`config.mk`:
```
export PLATFORM = sky130hd
export DESIGN_NAME = heart_rate_band_speed_controller
export DESIGN_NICKNAME = d
export VERILOG_FILES = /design/src/hw/rtl/hrbsc_pkg.sv /design/src/hw/rtl/hrbsc_ctrl.sv /design/src/hw/rtl/hrbsc_dp.sv /design/src/hw/rtl/heart_rate_band_speed_controller.sv
export SDC_FILE = /design/constraint.sdc
export NUM_CORES = 1
export LEC_CHECK = 0
export BUFFER_PORTS_ARGS = -buffer_cell sky130_fd_sc_hd__clkbuf_2
export CAP_MARGIN = 30
export CORE_ASPECT_RATIO = 1.25
export CORE_UTILIZATION = 53
export CTS_CLUSTER_DIAMETER = 200
export DETAILED_ROUTE_END_ITERATION = 10
export PLACE_DENSITY = 0.66
export SYNTH_ARGS = -nofsm -noshare
export SYNTH_HDL_FRONTEND = slang
export SYNTH_SLANG_ARGS = --single-unit
```
`constraint.sdc`:
```
create_clock -name clk -period 13.2 [get_ports clk]
set_input_delay 0.66 -clock clk [delete_from_list [all_inputs] [get_ports clk]]
set_output_delay 0.66 -clock clk [all_outputs]
set_load 0.01 [all_outputs]
```
`src/hw/rtl/hrbsc_pkg.sv`:
```
// Shared types and constants for the heart-rate band speed controller.
// Used by hrbsc_ctrl, hrbsc_dp and the top level; no dependencies.
package hrbsc_pkg;

  localparam int unsigned CfgIdxW = 3;
  localparam int unsigned CfgDataW = 16;
  localparam int unsigned InDataW = 40;
  localparam int unsigned OutDataW = 40;

  // register indexes of the configuration port
  localparam logic [CfgIdxW-1:0] REG_CONTROL_ENABLE = 3'd0;
  localparam logic [CfgIdxW-1:0] REG_TARGET_LOW     = 3'd1;
  localparam logic [CfgIdxW-1:0] REG_TARGET_HIGH    = 3'd2;
  localparam logic [CfgIdxW-1:0] REG_GAIN           = 3'd3;
  localparam logic [CfgIdxW-1:0] REG_DEADBAND       = 3'd4;
  localparam logic [CfgIdxW-1:0] REG_PERIOD_MS      = 3'd5;
  localparam logic [CfgIdxW-1:0] REG_PWM_FLOOR      = 3'd6;
  localparam logic [CfgIdxW-1:0] REG_PWM_CEILING    = 3'd7;

  localparam logic [7:0] VALID_MIN_BPM = 8'd40;
  localparam logic [7:0] VALID_MAX_BPM = 8'd200;
  localparam logic [7:0] ALPHA_KEEP    = 8'd154;
  localparam logic [7:0] ALPHA_NEW     = 8'd102;
  localparam logic [7:0] CHANGE_LIMIT  = 8'd255;

  // commands from the controller to the datapath
  typedef struct packed {
    logic load_in;
    logic avg_mul;
    logic avg_upd;
    logic ctrl;
    logic mul;
    logic upd;
    logic out_load;
  } cmd_t;

  // status from the datapath to the controller
  typedef struct packed {
    logic sample_ok;
    logic go;
    logic out_free;
  } sts_t;

endpackage

```
`src/hw/rtl/hrbsc_ctrl.sv`:
```
// Sequencer for the heart-rate band speed controller.
// Depends on hrbsc_pkg; drives the datapath through cmd_t, reads sts_t.
module hrbsc_ctrl
  import hrbsc_pkg::*;
(
  input  logic clk,
  input  logic rst_n,
  input  logic in_tvalid,
  output logic in_tready,
  input  sts_t sts,
  output cmd_t cmd
);

  localparam logic [2:0] ST_IDLE = 3'd0;
  localparam logic [2:0] ST_AVGM = 3'd1;
  localparam logic [2:0] ST_AVGA = 3'd2;
  localparam logic [2:0] ST_CTRL = 3'd3;
  localparam logic [2:0] ST_MUL  = 3'd4;
  localparam logic [2:0] ST_UPD  = 3'd5;
  localparam logic [2:0] ST_DONE = 3'd6;

  logic [2:0] state_r;
  logic [2:0] state_nxt;

  always_ff @(posedge clk) begin
    if (!rst_n) begin
      state_r <= ST_IDLE;
    end else begin
      state_r <= state_nxt;
    end
  end

  always_comb begin
    state_nxt = state_r;
    cmd = '0;
    in_tready = 1'b0;
    case (state_r)
      ST_IDLE: begin
        in_tready = 1'b1;
        if (in_tvalid) begin
          cmd.load_in = 1'b1;
          state_nxt = ST_AVGM;
        end
      end
      ST_AVGM: begin
        // out-of-range samples change nothing, report right away
        if (sts.sample_ok) begin
          cmd.avg_mul = 1'b1;
          state_nxt = ST_AVGA;
        end else begin
          state_nxt = ST_DONE;
        end
      end
      ST_AVGA: begin
        cmd.avg_upd = 1'b1;
        state_nxt = ST_CTRL;
      end
      ST_CTRL: begin
        cmd.ctrl = 1'b1;
        state_nxt = sts.go ? ST_MUL : ST_DONE;
      end
      ST_MUL: begin
        cmd.mul = 1'b1;
        state_nxt = ST_UPD;
      end
      ST_UPD: begin
        cmd.upd = 1'b1;
        state_nxt = ST_DONE;
      end
      ST_DONE: begin
        if (sts.out_free) begin
          cmd.out_load = 1'b1;
          state_nxt = ST_IDLE;
        end
      end
      default: begin
        state_nxt = ST_IDLE;
      end
    endcase
  end

endmodule

```
`src/hw/rtl/hrbsc_dp.sv`:
```
// Datapath: config registers, average, band test, gain multiply, PWM update
// and the output register. Depends on hrbsc_pkg; sequenced by hrbsc_ctrl.
module hrbsc_dp
  import hrbsc_pkg::*;
(
  input  logic                clk,
  input  logic                rst_n,
  input  logic                cfg_wen,
  input  logic [CfgIdxW-1:0]  cfg_index,
  input  logic [CfgDataW-1:0] cfg_wdata,
  input  logic [InDataW-1:0]  in_tdata,
  output logic                out_tvalid,
  input  logic                out_tready,
  output logic [OutDataW-1:0] out_tdata,
  input  cmd_t                cmd,
  output sts_t                sts
);

  // configuration
  logic        enable_r;
  logic [7:0]  target_low_r;
  logic [7:0]  target_high_r;
  logic [7:0]  gain_r;
  logic [7:0]  deadband_r;
  logic [15:0] period_r;
  logic [7:0]  floor_r;
  logic [7:0]  ceiling_r;

  // block state
  logic [15:0] avg_r;
  logic [7:0]  drive_r;
  logic [31:0] last_r;

  // per-item working registers
  logic [7:0]        bpm_r;
  logic [31:0]       now_r;
  logic [23:0]       keep_r;
  logic [14:0]       newp_r;
  logic [15:0]       err_r;
  logic              neg_r;
  logic [23:0]       mprod_r;
  logic              adj_r;
  logic signed [8:0] change_r;

  logic              out_valid_r;
  logic [OutDataW-1:0] out_data_r;

  logic [15:0]       seed;
  logic [24:0]       avg_sum;
  logic [31:0]       elapsed;
  logic [16:0]       low_edge_cmp;
  logic [16:0]       high_edge;
  logic              below;
  logic              above;
  logic [24:0]       round_sum;
  logic [12:0]       mag;
  logic [7:0]        mag_sat;
  logic signed [8:0] chg;
  logic signed [9:0] next_lvl;
  logic [7:0]        drive_nxt;

  always_ff @(posedge clk) begin
    if (!rst_n) begin
      enable_r      <= 1'b0;
      target_low_r  <= 8'd60;
      target_high_r <= 8'd70;
      gain_r        <= 8'd56;
      deadband_r    <= 8'd24;
      period_r      <= 16'd1000;
      floor_r       <= 8'd70;
      ceiling_r     <= 8'd255;
    end else if (cfg_wen) begin
      case (cfg_index)
        REG_CONTROL_ENABLE: enable_r      <= cfg_wdata[0];
        REG_TARGET_LOW:     target_low_r  <= cfg_wdata[7:0];
        REG_TARGET_HIGH:    target_high_r <= cfg_wdata[7:0];
        REG_GAIN:           gain_r        <= cfg_wdata[7:0];
        REG_DEADBAND:       deadband_r    <= cfg_wdata[7:0];
        REG_PERIOD_MS:      period_r      <= cfg_wdata;
        REG_PWM_FLOOR:      floor_r       <= cfg_wdata[7:0];
        REG_PWM_CEILING:    ceiling_r     <= cfg_wdata[7:0];
        default: ;
      endcase
    end
  end

  // zero average means not yet seeded
  assign seed = (avg_r == 16'd0) ? {bpm_r, 8'h00} : avg_r;
  assign avg_sum = {1'b0, keep_r} + {2'b00, newp_r, 8'h00} + 25'd128;

  assign elapsed = now_r - last_r;
  assign low_edge_cmp = {1'b0, avg_r} + {5'b0, deadband_r, 4'h0};
  assign high_edge = {1'b0, target_high_r, 8'h00} + {5'b0, deadband_r, 4'h0};
  assign below = low_edge_cmp < {1'b0, target_low_r, 8'h00};
  assign above = {1'b0, avg_r} > high_edge;

  // round half away from zero on the magnitude, then saturate
  assign round_sum = {1'b0, mprod_r} + 25'd2048;
  assign mag = round_sum[24:12];
  assign mag_sat = (mag > {5'b0, CHANGE_LIMIT}) ? CHANGE_LIMIT : mag[7:0];
  assign chg = neg_r ? -$signed({1'b0, mag_sat}) : $signed({1'b0, mag_sat});
  assign next_lvl = $signed({2'b00, drive_r}) + 10'(chg);

  always_comb begin
    if (next_lvl < $signed({2'b00, floor_r})) begin
      drive_nxt = floor_r;
    end else if (next_lvl > $signed({2'b00, ceiling_r})) begin
      drive_nxt = ceiling_r;
    end else begin
      drive_nxt = next_lvl[7:0];
    end
  end

  always_ff @(posedge clk) begin
    if (!rst_n) begin
      avg_r   <= 16'd0;
      drive_r <= 8'd70;
      last_r  <= 32'd0;
    end else begin
      if (cmd.avg_upd) begin
        avg_r <= avg_sum[23:8];
      end
      if (cmd.ctrl && sts.go) begin
        last_r <= now_r;
      end
      if (cmd.upd) begin
        drive_r <= drive_nxt;
      end
    end
  end

  always_ff @(posedge clk) begin
    if (cmd.load_in) begin
      bpm_r    <= in_tdata[7:0];
      now_r    <= in_tdata[39:8];
      adj_r    <= 1'b0;
      change_r <= '0;
    end
    if (cmd.avg_mul) begin
      keep_r <= 24'(seed * ALPHA_KEEP);
      newp_r <= 15'(bpm_r * ALPHA_NEW);
    end
    if (cmd.ctrl) begin
      adj_r <= sts.go;
      if (below) begin
        err_r <= {target_low_r, 8'h00} - avg_r;
        neg_r <= 1'b0;
      end else if (above) begin
        err_r <= avg_r - {target_high_r, 8'h00};
        neg_r <= 1'b1;
      end else begin
        err_r <= 16'd0;
        neg_r <= 1'b0;
      end
    end
    if (cmd.mul) begin
      mprod_r <= 24'(gain_r * err_r);
    end
    if (cmd.upd) begin
      change_r <= chg;
    end
    if (cmd.out_load) begin
      // pwm, average, valid, adjusted, change, zero pad
      out_data_r <= {5'b0, change_r, adj_r, sts.sample_ok, avg_r, drive_r};
    end
  end

  always_ff @(posedge clk) begin
    if (!rst_n) begin
      out_valid_r <= 1'b0;
    end else if (cmd.out_load) begin
      out_valid_r <= 1'b1;
    end else if (out_tready) begin
      out_valid_r <= 1'b0;
    end
  end

  assign sts.sample_ok = (bpm_r >= VALID_MIN_BPM) && (bpm_r <= VALID_MAX_BPM);
  assign sts.go = enable_r && (elapsed >= {16'd0, period_r});
  assign sts.out_free = !out_valid_r || out_tready;

  assign out_tvalid = out_valid_r;
  assign out_tdata = out_data_r;

endmodule

```
`src/hw/rtl/heart_rate_band_speed_controller.sv`:
```
// Heart-rate band speed controller, top level: sequencer plus datapath.
// States from accept to result: AVGM, DONE for an out-of-range sample; AVGM, AVGA,
// CTRL, DONE with control off or period not elapsed; AVGM, AVGA, CTRL, MUL, UPD,
// DONE when the PWM is adjusted. One item at a time; DONE waits for a free output.
// Reset (rst_n low, synchronous) loads register defaults, clears the average
// and timer, sets the PWM to 70 and empties the output register.
module heart_rate_band_speed_controller
  import hrbsc_pkg::*;
(
  input  logic                clk,
  input  logic                rst_n,
  input  logic                cfg_wen,
  input  logic [CfgIdxW-1:0]  cfg_index,
  input  logic [CfgDataW-1:0] cfg_wdata,
  input  logic                in_tvalid,
  output logic                in_tready,
  input  logic [InDataW-1:0]  in_tdata,   // sample_bpm[7:0], now_ms[39:8]
  output logic                out_tvalid,
  input  logic                out_tready,
  output logic [OutDataW-1:0] out_tdata   // pwm_level[7:0], smoothed_bpm[23:8],
                                          // sample_valid[24], adjusted[25],
                                          // pwm_change[34:26], zeros above
);

  cmd_t cmd;
  sts_t sts;

  hrbsc_ctrl u_ctrl (
    .clk       (clk),
    .rst_n     (rst_n),
    .in_tvalid (in_tvalid),
    .in_tready (in_tready),
    .sts       (sts),
    .cmd       (cmd)
  );

  hrbsc_dp u_dp (
    .clk        (clk),
    .rst_n      (rst_n),
    .cfg_wen    (cfg_wen),
    .cfg_index  (cfg_index),
    .cfg_wdata  (cfg_wdata),
    .in_tdata   (in_tdata),
    .out_tvalid (out_tvalid),
    .out_tready (out_tready),
    .out_tdata  (out_tdata),
    .cmd        (cmd),
    .sts        (sts)
  );

endmodule

```
Yosys cells after proc, flatten, opt, wreduce, memory -nomap -nowiden
Cells that the tools add are included.

cells by class
  multipliers = 3
  eq/ne operators = 15
  add/sub/neg operators = 10
  reduce and logical (&&, ||, !) cells = 20
  mux-type cells = 30
  order comparisons = 8

operators by type and width
  kind                                                                   number
  16-bit two-way mux                                                     3
  16-bit by 12-bit adder with 17-bit output                              2
  32-bit by 16-bit greater-or-equal comparator with 1-bit output         1
  16-bit subtractor                                                      2
  32-bit subtractor                                                      1
  9-bit two-way mux                                                      3
  24-bit by 12-bit adder with 25-bit output, second input constant       1
  24-bit by 23-bit adder with 24-bit output                              1
  24-bit by 8-bit adder with 24-bit output, second input constant        1
  8-bit by 16-bit multiplier with 24-bit output                          1
  8-bit two-way mux                                                      3
  16-bit by 7-bit multiplier with 23-bit output, second input constant   1
  3-bit == test, second input constant                                   7
  3-bit one-hot mux with 7 select lines                                  1
  2-bit AND reduction                                                    9
  16-bit by 17-bit > comparator with 1-bit output                        1
  17-bit by 16-bit < comparator with 1-bit output                        1
  16-bit zero test                                                       1
  1-bit two-way mux                                                      16
  8-bit by 6-bit multiplier with 14-bit output, second input constant    1
  13-bit by 8-bit > comparator with 1-bit output, second input constant  1
  3-bit by 2-bit == test with 1-bit output, second input constant        4
  9-bit by 9-bit adder with 10-bit output                                1
  10-bit by 9-bit > comparator with 1-bit output                         1
  other kinds (13)                                                       22

storage, ports and cells
  logic and storage cells = 109
  register bits after elaboration = 288
  output and inout bits = 42
  input bits = 64

Depth between registers and ports, before layout
Gate-level depths: netlist of the first run.

  depth after elaboration = 9
  gate-level depth with buffers = 28

Cells and area by module
Synthesis of the first run repeated with hierarchy kept, for this count alone.

second synthesis, totals
  cells, all modules = 2311
  area, all modules = 21793.4 sq um

modules (own cells, without submodules)
  module      seq. area each (sq um)  area each (sq um)  times used  cells each
  hrbsc_dp    6826.5                  21546.9            1           2284
  hrbsc_ctrl  60.1                    246.5              1           27

Least setup slack after synthesis of the first run
OpenSTA, ideal clock, no wires.

  path kind = register to register
  from = register u_dp.avg_r[0]
  to = register u_dp.keep_r[22], data pin
  path buffers = 2
  data arrival time = 5.220 ns
  stages on the path, launching flop included = 24
  period minus slack after synthesis = 5.490 ns
  setup slack = 7.710 ns
  path through = dfxtp_1 -> inv_1 -> ha_1 -> and4_1 -> and3_1 -> clkbuf_1 -> clkbuf_1 -> nor2_1 -> ha_1 -> ha_1 -> inv_1 -> fa_1 -> fa_1 -> inv_1 -> ha_1 -> a21oi_1 -> nor2b_1 -> a211o_1 -> a31oi_1 -> o21ai_1 -> o22ai_1 -> o21ai_1 -> o41ai_1 -> xnor2_1

on the way
  word-level cells in the longest chain between the ends = 3

ends and longest elaborated chain
  item                                             line             text
  start, declared                                  hrbsc_dp.sv:30   logic [15:0] avg_r;
  start signal, assigned                           hrbsc_dp.sv:121  avg_r <= avg_sum[23:8];
  16-bit zero test                                 hrbsc_dp.sv:88   assign seed = (avg_r == 16'd0) ? {bpm_r, 8'h00} : avg_r;
  16-bit two-way mux *                             hrbsc_dp.sv:88
  16-bit by 7-bit multiplier with 23-bit output *  hrbsc_dp.sv:140  keep_r <= 24'(seed * ALPHA_KEEP);
  end signal, assigned                             hrbsc_dp.sv:140
  end, declared                                    hrbsc_dp.sv:37   logic [23:0] keep_r;

Every way passes the cells marked *; elsewhere a longest branch is shown, timed or not.
A chain may end at the register's enable or synchronous reset.

Final worst setup path of the first run
Ends and elaborated chain as after synthesis.

==> impl_results.md, run 1 <==
* Status: completed
* Nets at 2,862
* Post-synth EDFFs at 146
* Syn-to-layout area delta at 9.58%
* Critical path required time at 13,510 ps
* Placed Cells at 2,918
* Max cap viols at 0
* Pwr/cell area at 205 nW/um^2
* Share of the synthesized area in the top cell type at 20.3%
* DIE WIDTH at 183 um
* # rows at 82
* Most frequent cells in the layout: nand2_1 (336), inv_1 (324), ha_1 (276)
* Cells resized by post-CTS repair at 0
* Sequential share of the synthesized area at 31.9%
* Setup TNS at 0 ps
* Via density at 5.41
* Clk root buf: clkbuf_16
* Drt wl/cell at 16.2 um
* Storage element area at 6890 sq um
* Yosys Warn Count at 0
* DRC Markers at 0
* Later-pin clock latency in the skew report at 590 ps
* Clock-pin transition on the worst setup and hold timing paths at 60 ps
* Final Hold Viols at 0
* Synth Instances at 2,323
* Crit path time final at 6390 ps
* Largest net degree at the start of global routing at 102
* Initial antenna violation count at 2
* # hold bufs at CTS at 0
* Vias in the first global route at 16.6k
* Slew Limit Headroom at 33.3%
* Leading area contributor after synthesis: edfxtp_1
* Total grt overflow at 0
* Maximum clock frequency at 157 MHz
* Postcts setup bufs at 0
* Setup CP Type: reg -> reg
* Dpl hpwl at 38,200 um
* Crit end category: register
* Total die area at 41,600 sq um
* Total clock sinks at 271
* Fin Clk Skew at 22.3 ps
* Pre-antenna DRT Iters at 5
* IO buf count at 100
* Placer Congestion at 0.902
* Maximum clock path buffer count at 3
* Leakage at 10.5 nW
* Final WL at 48,200 um
* Total track usage at 23.9%
* IO Count at 106
* Final ANT Viol Nets at 0
* Tcrit/Tclk final at 48.4%
* Top post-synthesis cells by area: edfxtp_1 (20%), ha_1 (16%), dfxtp_1 (12%)
* Seq cells post-synth at 271
* Post-synthesis cell area at 21,600 sq um
* Initial DRC Count at 823
* Unrepaired setup endpoints after global routing: false
* WP data arrival at 6700 ps
* Core Box Area at 40,100 sq um
* Fillers at 3,488
* Total power at 4.86 mW
* Via count at 16.1k
* Top_reg_cell synth: edfxtp_1
* Post-synth cell types at 79
* Crit path launch type: register
* Hold Crit Class: in -> reg
* Die Y at 228 um
* Total CTS buffers at 29
* Max VDD drop at 0.178 mV
* Slew Limit Fails at 0
* CP max FO at 17
* Initial Util at 53.9%
* Final cell count without fillers at 2,975
* H-tree depth at 1
* Area of the multi-input gates at 13,200 sq um
* Setup violators final at 0
* First-pass GRT wire length at 80,700 um
* Most common cell after layout, fill and taps aside: nand2_1
* CTS tree: built
* Worst-Margin Slew at 992 ps
* Asr flop ratio synth at 0%
* Layout cells sized above 1 at 7.70%
* Mean Syn Cell Area at 9.30 sq um
report_power, final:
part | internal [mW] | leakage, nW | switching, mW
Sequential | 1.14 | 2.37 | 0.110
Clock | 0.495 | 0.474 | 0.355
Combinational | 1.20 | 7.68 | 1.56
Total | 2.84 | 10.5 | 2.03
worst paths after layout:
path / to / depth (start not counted) / slack, ps / start
max: u_dp.keep_r[22] / 21 / 6810 / u_dp.avg_r[0]
min: u_dp.now_r[16] / 1 / 250 / in_tdata[24]
max reg2reg: u_dp.keep_r[22] / 21 / 6810 / u_dp.avg_r[0]
min reg2reg: u_dp.out_tdata[29] / 0 / 420 / u_dp.change_r[3]
synth_stat cells (all sizes together), types with 47 or more instances:
cell    count
nand2     336
inv       325
ha        276
edfxtp    146
a21oi     143
dfxtp     125
fa        118
nor2       95
and2       70
xnor2      65
o21ai      55
clkbuf     53
mux2i      47
final cells by class:
cell class / count / area share, %
Sequential cell: 271 / 29.1
Antenna cell: 2 / 0.0211
Clock inverter: 17 / 0.824
Timing Repair Buffer: 113 / 2.72
Clock buffer: 37 / 3.41
Tap cell: 546 / 2.88
Inverter: 325 / 5.15
Multi-Input combinational cell: 1664 / 55.9
metrics by stage:
step | hold slack, ps | area [sq um] | utilization, % | setup slack, ps
global route | 218 | 23700 | 59.0 | 6270
floorplan | 400 | 21600 | - | 7710
detailed placement | 405 | 22700 | 56.5 | 6790
CTS | 216 | 23700 | 59.0 | 6780
finish | 249 | 23700 | 59.0 | 6810
global placement | 401 | 22600 | 56.3 | 7000
routing by layer:
layer	global-route usage (%)	up-vias	share of wire [%]
met5	0	-	0
met2	43.6	307	51
li1	-	8017	-
met4	9.61	0	3.8
met1	28.5	7662	42
met3	2.46	101	3.2
logic make-up (layout without fill, tap and decap cells):
kind of cell	Yosys count	in the layout	share of synthesized area, %
flip-flops	271	271	31.9
buffers and inverters	392	492	7.09
other	1	7	0.0173
AO/OA/AOI/OAI	401	401	12.1
AND/OR/NAND/NOR	712	712	15.5
XOR/XNOR	101	101	4.09
adder cells (fa/ha/maj)	394	394	26.9
multiplexers	51	51	2.40
state kept, by name (all words and copies together) (netlist names), 9 cells and up:
register and cells:
u_dp.avg_r 16, u_dp.newp_r 14, u_dp.mprod_r 13, u_dp.change_r 9
u_dp.keep_r 17, u_dp.err_r 16, u_dp.now_r 32, u_dp.out_tdata 35
u_dp.period_r 16, u_dp.last_r 32
worst max-delay path, stage by stage (launching register included):
cell and delay (ps):
dfxtp_1 350, inv_1 140, ha_1 310, and4_1 300, and3_1 580, nand2b_1 260, inv_1 90, ha_1 300
ha_1 280, inv_1 50, fa_1 490, fa_1 520, inv_1 40, ha_1 320, and3_1 170, a211o_1 280
a31oi_1 290, o21ai_1 190, o22ai_1 350, o21ai_1 200, o41ai_1 480, xnor2_1 110
Power figures use the tool's default switching activity.
==> run 2: changes to the inputs <==
- clock period: 13.2 -> 6 ns (I/O delays scaled with it)
==> run 2 against run 1 <==
  * Maximum frequency increased by 15%
  * Wire length increased by 2.8%
  * Cell count increased by 2.3%
  * Via count increased by 1.4%
  * Critical path type unchanged
  * Clock power increased by 96%
  * Sequential power increased by 120%
  * Clock skew increased by 2.6 ps
  * Combinational power increased by 130%
  * Highest routed layer unchanged
  * First-iteration DRC count decreased by 11%
  * Die area unchanged
  * Global-route usage increased by 0.35 points
==> impl_results.md, run 2 (synthesis results as in run 1) <==
* WP data arrival at 5900 ps
* R2r setup slk at 430 ps
* Worst flop-to-flop path endpoint: u_dp.keep_r[16]
* IO buf count at 100
* Total grt overflow at 0
* Clk root buf: clkbuf_16
* CTS tree: built
* Clock-pin transition on the worst setup and hold timing paths at 70 ps
* Fin Clk Skew at 24.9 ps
* Max FFs per register at 35
* First-pass GRT wire length at 81,300 um
* Die Y at 228 um
* Total power at 10.7 mW
* Slew Limit Fails at 0
* Placer Congestion at 0.882
* Pwr/cell area at 440 nW/um^2
* Crit path launch type: register
* Status: completed
* Total CTS buffers at 28
* Fillers at 3,465
* Worst R2R Path Depth at 22
* Final WL at 49,500 um
* Vias in the first global route at 16.7k
* Max cap viols at 0
* Setup CP Type: reg -> reg
* Hold Crit Class: in -> reg
* Worst Hold Depth at 3
* Maximum clock path buffer count at 3
* Hold_sp: cfg_wdata[6]
* H-tree depth at 1
* Total clock sinks at 271
* DIE WIDTH at 183 um
* Post-Place Cell Area at 22,800 sq um
* IO Count at 106
* Slew Limit Headroom at 31.7%
* Pre-antenna DRT Iters at 7
* Largest net degree at the start of global routing at 102
* Most frequent cells in the layout: nand2_1 (336), inv_1 (324), ha_1 (275)
* Layout cells sized above 1 at 8.41%
* Via count at 16.3k
* Later-pin clock latency in the skew report at 590 ps
* Crit end category: register
* Dpl hpwl at 38,800 um
* Final Cell Area at 24,200 sq um
* Final Hold Viols at 0
* Nets at 2,933
* Tcrit/Tclk final at 92.9%
* Hold Path End: u_dp.gain_r[6]
* RR Startpoint: u_dp.avg_r[0]
* Area of the multi-input gates at 13,300 sq um
* Initial Util at 53.9%
* Initial antenna violation count at 1
* Worst-Margin Slew at 1020 ps
* Via density at 5.36
* # rows at 82
* Critical path required time at 6330 ps
* Crit path time final at 5570 ps
* Total track usage at 24.3%
* Storage element area at 6890 sq um
* DRC Markers at 0
* Leakage at 10.8 nW
* Maximum clock frequency at 179 MHz
* Drt wl/cell at 16.3 um
* Most common cell after layout, fill and taps aside: nand2_1
* Setup violators final at 0
* CP max FO at 9
* Final ANT Viol Nets at 0
* Max VDD drop at 0.401 mV
* Syn-to-layout area delta at 12.1%
* Core Box Area at 40,100 sq um
* Total die area at 41,600 sq um
* Initial DRC Count at 730
run 2: per-stage QoR:
stage	hold WS [ps]	util (%)	cells	setup TNS, ps	setup WS, ps
after floorplan	399	-	2327	0	510
after global placement	402	56.8	2937	0	188
after detailed placement	410	56.8	2938	0	86.6
after CTS	74.0	60.2	3038	0	50.3
after global routing	89.6	60.4	3044	-31.3	-21.9
final	102	60.4	3044	0	428
run 2: power breakdown:
group	internal [mW]	total (mW)	switching [mW]
combinational	2.74	6.31	3.56
sequential	2.50	2.69	0.188
clock	0.914	1.66	0.749
run 2: final cells by class:
cell class | count | share of cell area [%]
repair buffers | 185 | 5.31
clock buffers | 42 | 3.24
flip-flops and latches | 271 | 28.4
well taps | 546 | 2.82
inverters | 325 | 5.04
multi-input cells | 1664 | 54.8
clock inverters | 10 | 0.351
diodes | 1 | 0.0103
run 2: timing repair:
item                                    in CTS  in global routing
endpoints found under the hold margin       48                  0
endpoints found under the setup margin       0                 11
hold buffers                                48                  0
gates resized for setup                      0                  6
buffers inserted                             0                  4
run 2: critical path, cell delays in order (launching register included):
cell and delay (ps):
dfxtp_1 360, inv_1 160, ha_2 260, and4_1 270, and3_4 270, nand2b_1 190, inv_1 80, ha_1 300
ha_1 270, inv_1 50, fa_1 490, fa_1 510, inv_1 40, ha_1 320, and3_1 180, a211o_1 280
a31oi_1 230, o21ai_1 180, or2_2 330, a21oi_1 220, inv_1 70, a21oi_1 170, xnor2_1 80
run 2: how the worst max path moves through the flow:
stage	from	end	cells after the start
global placement	u_dp.avg_r[0]	u_dp.keep_r[22]	21
CTS	u_dp.avg_r[0]	u_dp.keep_r[22]	21
finish	u_dp.avg_r[0]	u_dp.keep_r[16]	22
floorplan	u_dp.avg_r[0]	u_dp.keep_r[22]	23
global route	u_dp.mprod_r[13]	u_dp.drive_r[6]	28
detailed placement	u_dp.avg_r[0]	u_dp.keep_r[22]	21
run 2: per-layer routing:
metal	track usage, %	wire (um)	part of all wire, %
met1	28.6	20800	42
met2	44.4	25200	51
met3	2.36	1560	3.1
met4	10.4	1990	4.0
met5	0	0	0
==> run 3: changes to the inputs <==
- ABC_AREA: unset -> 1
==> run 3 against run 2 <==
  * Clock skew increased by 7.4 ps
  * Register-to-register slack better by 90 ps
  * Design area increased by 4.8%
  * Worst setup slack improved by 86 ps
  * First-iteration DRC count increased by 28%
  * Cell count increased by 21%
  * Sequential cell count unchanged
  * Critical path type unchanged
  * Critical endpoint is now u_dp.keep_r[20]
==> impl_results.md, run 3 <==
* Status: completed
* CTS tree: built
* Pwr/cell area at 545 nW/um^2
* IO buf count at 100
* Most common cell after layout, fill and taps aside: nand2_1
* IO Count at 106
* # rows at 84
* H-tree depth at 1
* Post-synth cell types at 50
* Initial Util at 54.0%
* Setup violators final at 0
* Final ANT Viol Nets at 0
* Slowest CP cell: fa_1
* Total grt overflow at 0
* Layout cells sized above 1 at 6.54%
* Synth cell count leaders: nand2_1 (683), inv_1 (631), ha_1 (276)
* Later-pin clock latency in the skew report at 590 ps
* Top post-synthesis cells by area: edfxtp_1 (19%), ha_1 (15%), nand2_1 (11%)
* Dpl hpwl at 43,700 um
* Antenna cells at 0
* DRC Markers at 0
* First-pass GRT wire length at 89,900 um
* Final Hold Viols at 0
* Total CTS buffers at 30
* Worst-Margin Slew at 908 ps
* Nets at 3,554
* Critical path required time at 6320 ps
* Leading area contributor after synthesis: edfxtp_1
* Crit end category: register
* Core Box Area at 42,400 sq um
* Crit path launch type: register
* Final cell count without fillers at 3,679
* Total clock sinks at 271
* Most frequent cell after synthesis: nand2_1
* Synth Instances at 2,962
* Hold Crit Class: in -> reg
* DIE WIDTH at 188 um
* Asr flop ratio synth at 0%
* Largest net degree at the start of global routing at 74
* Pre-antenna DRT Iters at 5
* Uppermost layer routed: met5
* Setup CP Type: reg -> reg
* Tcrit/Tclk final at 91.4%
* Initial antenna violation count at 2
* Top_reg_cell synth: edfxtp_1
* Max incr delay on CP at 490 ps
* Max FFs per register at 35
* Unrepaired setup endpoints after global routing: false
* Post-synthesis cell area at 22,900 sq um
* Syn-to-layout area delta at 11.0%
* Initial DRC Count at 938
* Leakage at 13.5 nW
* Yosys Warn Count at 0
* Clk root buf: clkbuf_16
* Slew Limit Fails at 0
* Share of the synthesized area in the top cell type at 19.2%
* Seq cells post-synth at 271
* Sequential share of the synthesized area at 30.1%
* Crit-path leading delay family: adder cells
* Postcts setup bufs at 0
* Crit path time final at 5490 ps
* Hold_ws at 69.7 ps
* M1 wire length at 22,800 um
* Max VDD drop at 0.667 mV
* Met3 routed WL at 2660 um
* Clock-pin transition on the worst setup and hold timing paths at 60 ps
* Final WL at 55,100 um
* Total die area at 44,000 sq um
* WP buf/inv at 4
* Maximum clock frequency at 182 MHz
* Placed Cells at 3,575
* Maximum clock path buffer count at 3
* Placer Congestion at 0.923
* Fin Clk Skew at 32.4 ps
* WP data arrival at 5810 ps
* Slew Limit Headroom at 39.3%
* Max cap viols at 0
* Via density at 5.12
* Total track usage at 25.4%
* Setup TNS at 0 ps
* Die Y at 234 um
* Drt wl/cell at 15.0 um
* Post-synth EDFFs at 146
* CP max FO at 11
* Met2 Wirelength at 27,400 um
* Via count at 18.8k
* Most frequent cells in the layout: nand2_1 (683), inv_1 (631), ha_1 (276)
* Vias in the first global route at 18.5k
* Mean Syn Cell Area at 7.72 sq um
==> run 3: cell types whose count changed in the layout (fill, tap and decap cells not counted), moves of 39 or more <==
cell,previous run,this run
nand2_1,336,683
inv_1,324,631
nor2_1,95,255
nand3_1,33,106
and2_1,70,8
o21ai_0,52,103
mux2i_1,46,0
a21oi_1,143,184
xnor2_1,65,26
==> run 3: final cells by class <==
type                    instances  area [sq um]
multi-input cells            1990         13300
clock inverters                13           115
repair buffers                162          1090
flip-flops and latches        271          6890
well taps                     559           699
inverters                     641          2410
fillers                      3878         17000
clock buffers                  43           873
==> run 3: power breakdown <==
group          switching (mW)  leakage (nW)  total, mW  internal, mW
clock                   0.783         0.483       1.84          1.06
combinational            5.53          10.6       8.89          3.36
sequential              0.324          2.37       3.10          2.78
total                    6.63          13.5       13.8          7.20
==> run 3: worst paths after layout <==
check,start,endpoint,slack (ps),cells past startpoint
worst min-delay path,cfg_index[2],u_dp.enable_r,70,4
worst max register to register,u_dp.avg_r[7],u_dp.keep_r[20],510,25
worst min register to register,u_dp.adj_r,u_dp.out_tdata[25],420,0
worst max-delay path,u_dp.avg_r[7],u_dp.keep_r[20],510,25
==> run 3: what timing repair did <==
action | CTS | global route
endpoints found under the hold margin | 48 | 0
hold buffers | 48 | 0
resized for setup | 0 | 0
setup endpoints to repair | 0 | 0
==> run 3: worst min-delay path, stage by stage <==
cell	delay [ps]
clkbuf_2	110
nor2_1	70
nand3_1	60
a21oi_1	60
==> run 3: logic make-up (layout without fill, tap and decap cells) <==
kind of cell,after synthesis,count (layout),share of synthesized area (%)
other,1,5,0.0164
xor gates and xnor gates,100,100,3.83
adders and majority gates,394,394,25.4
buffers and inverters,705,859,11.9
DFF,271,271,30.1
AOI/OAI and AO/OA,355,355,8.56
and+or+nand+nor,1136,1136,20.2
==> run 3: per-stage QoR <==
step                      setup WS (ps)  util (%)  cell area (sq um)  total power, mW
after CTS                           566      59.9              25400             13.9
final                               514      59.9              25400             13.8
after floorplan                    1170         -              22900             9.84
after detailed placement            571      56.5              23900             12.0
after global routing                104      59.9              25400             15.4
after global placement              688      56.4              23900             11.7
==> run 3: metal layers <==
layer,vias up,GRT usage [%]
met3,134,3.38
li1,9554,-
met1,8672,29.9
met2,458,46.9
met4,4,9.65
met5,-,0
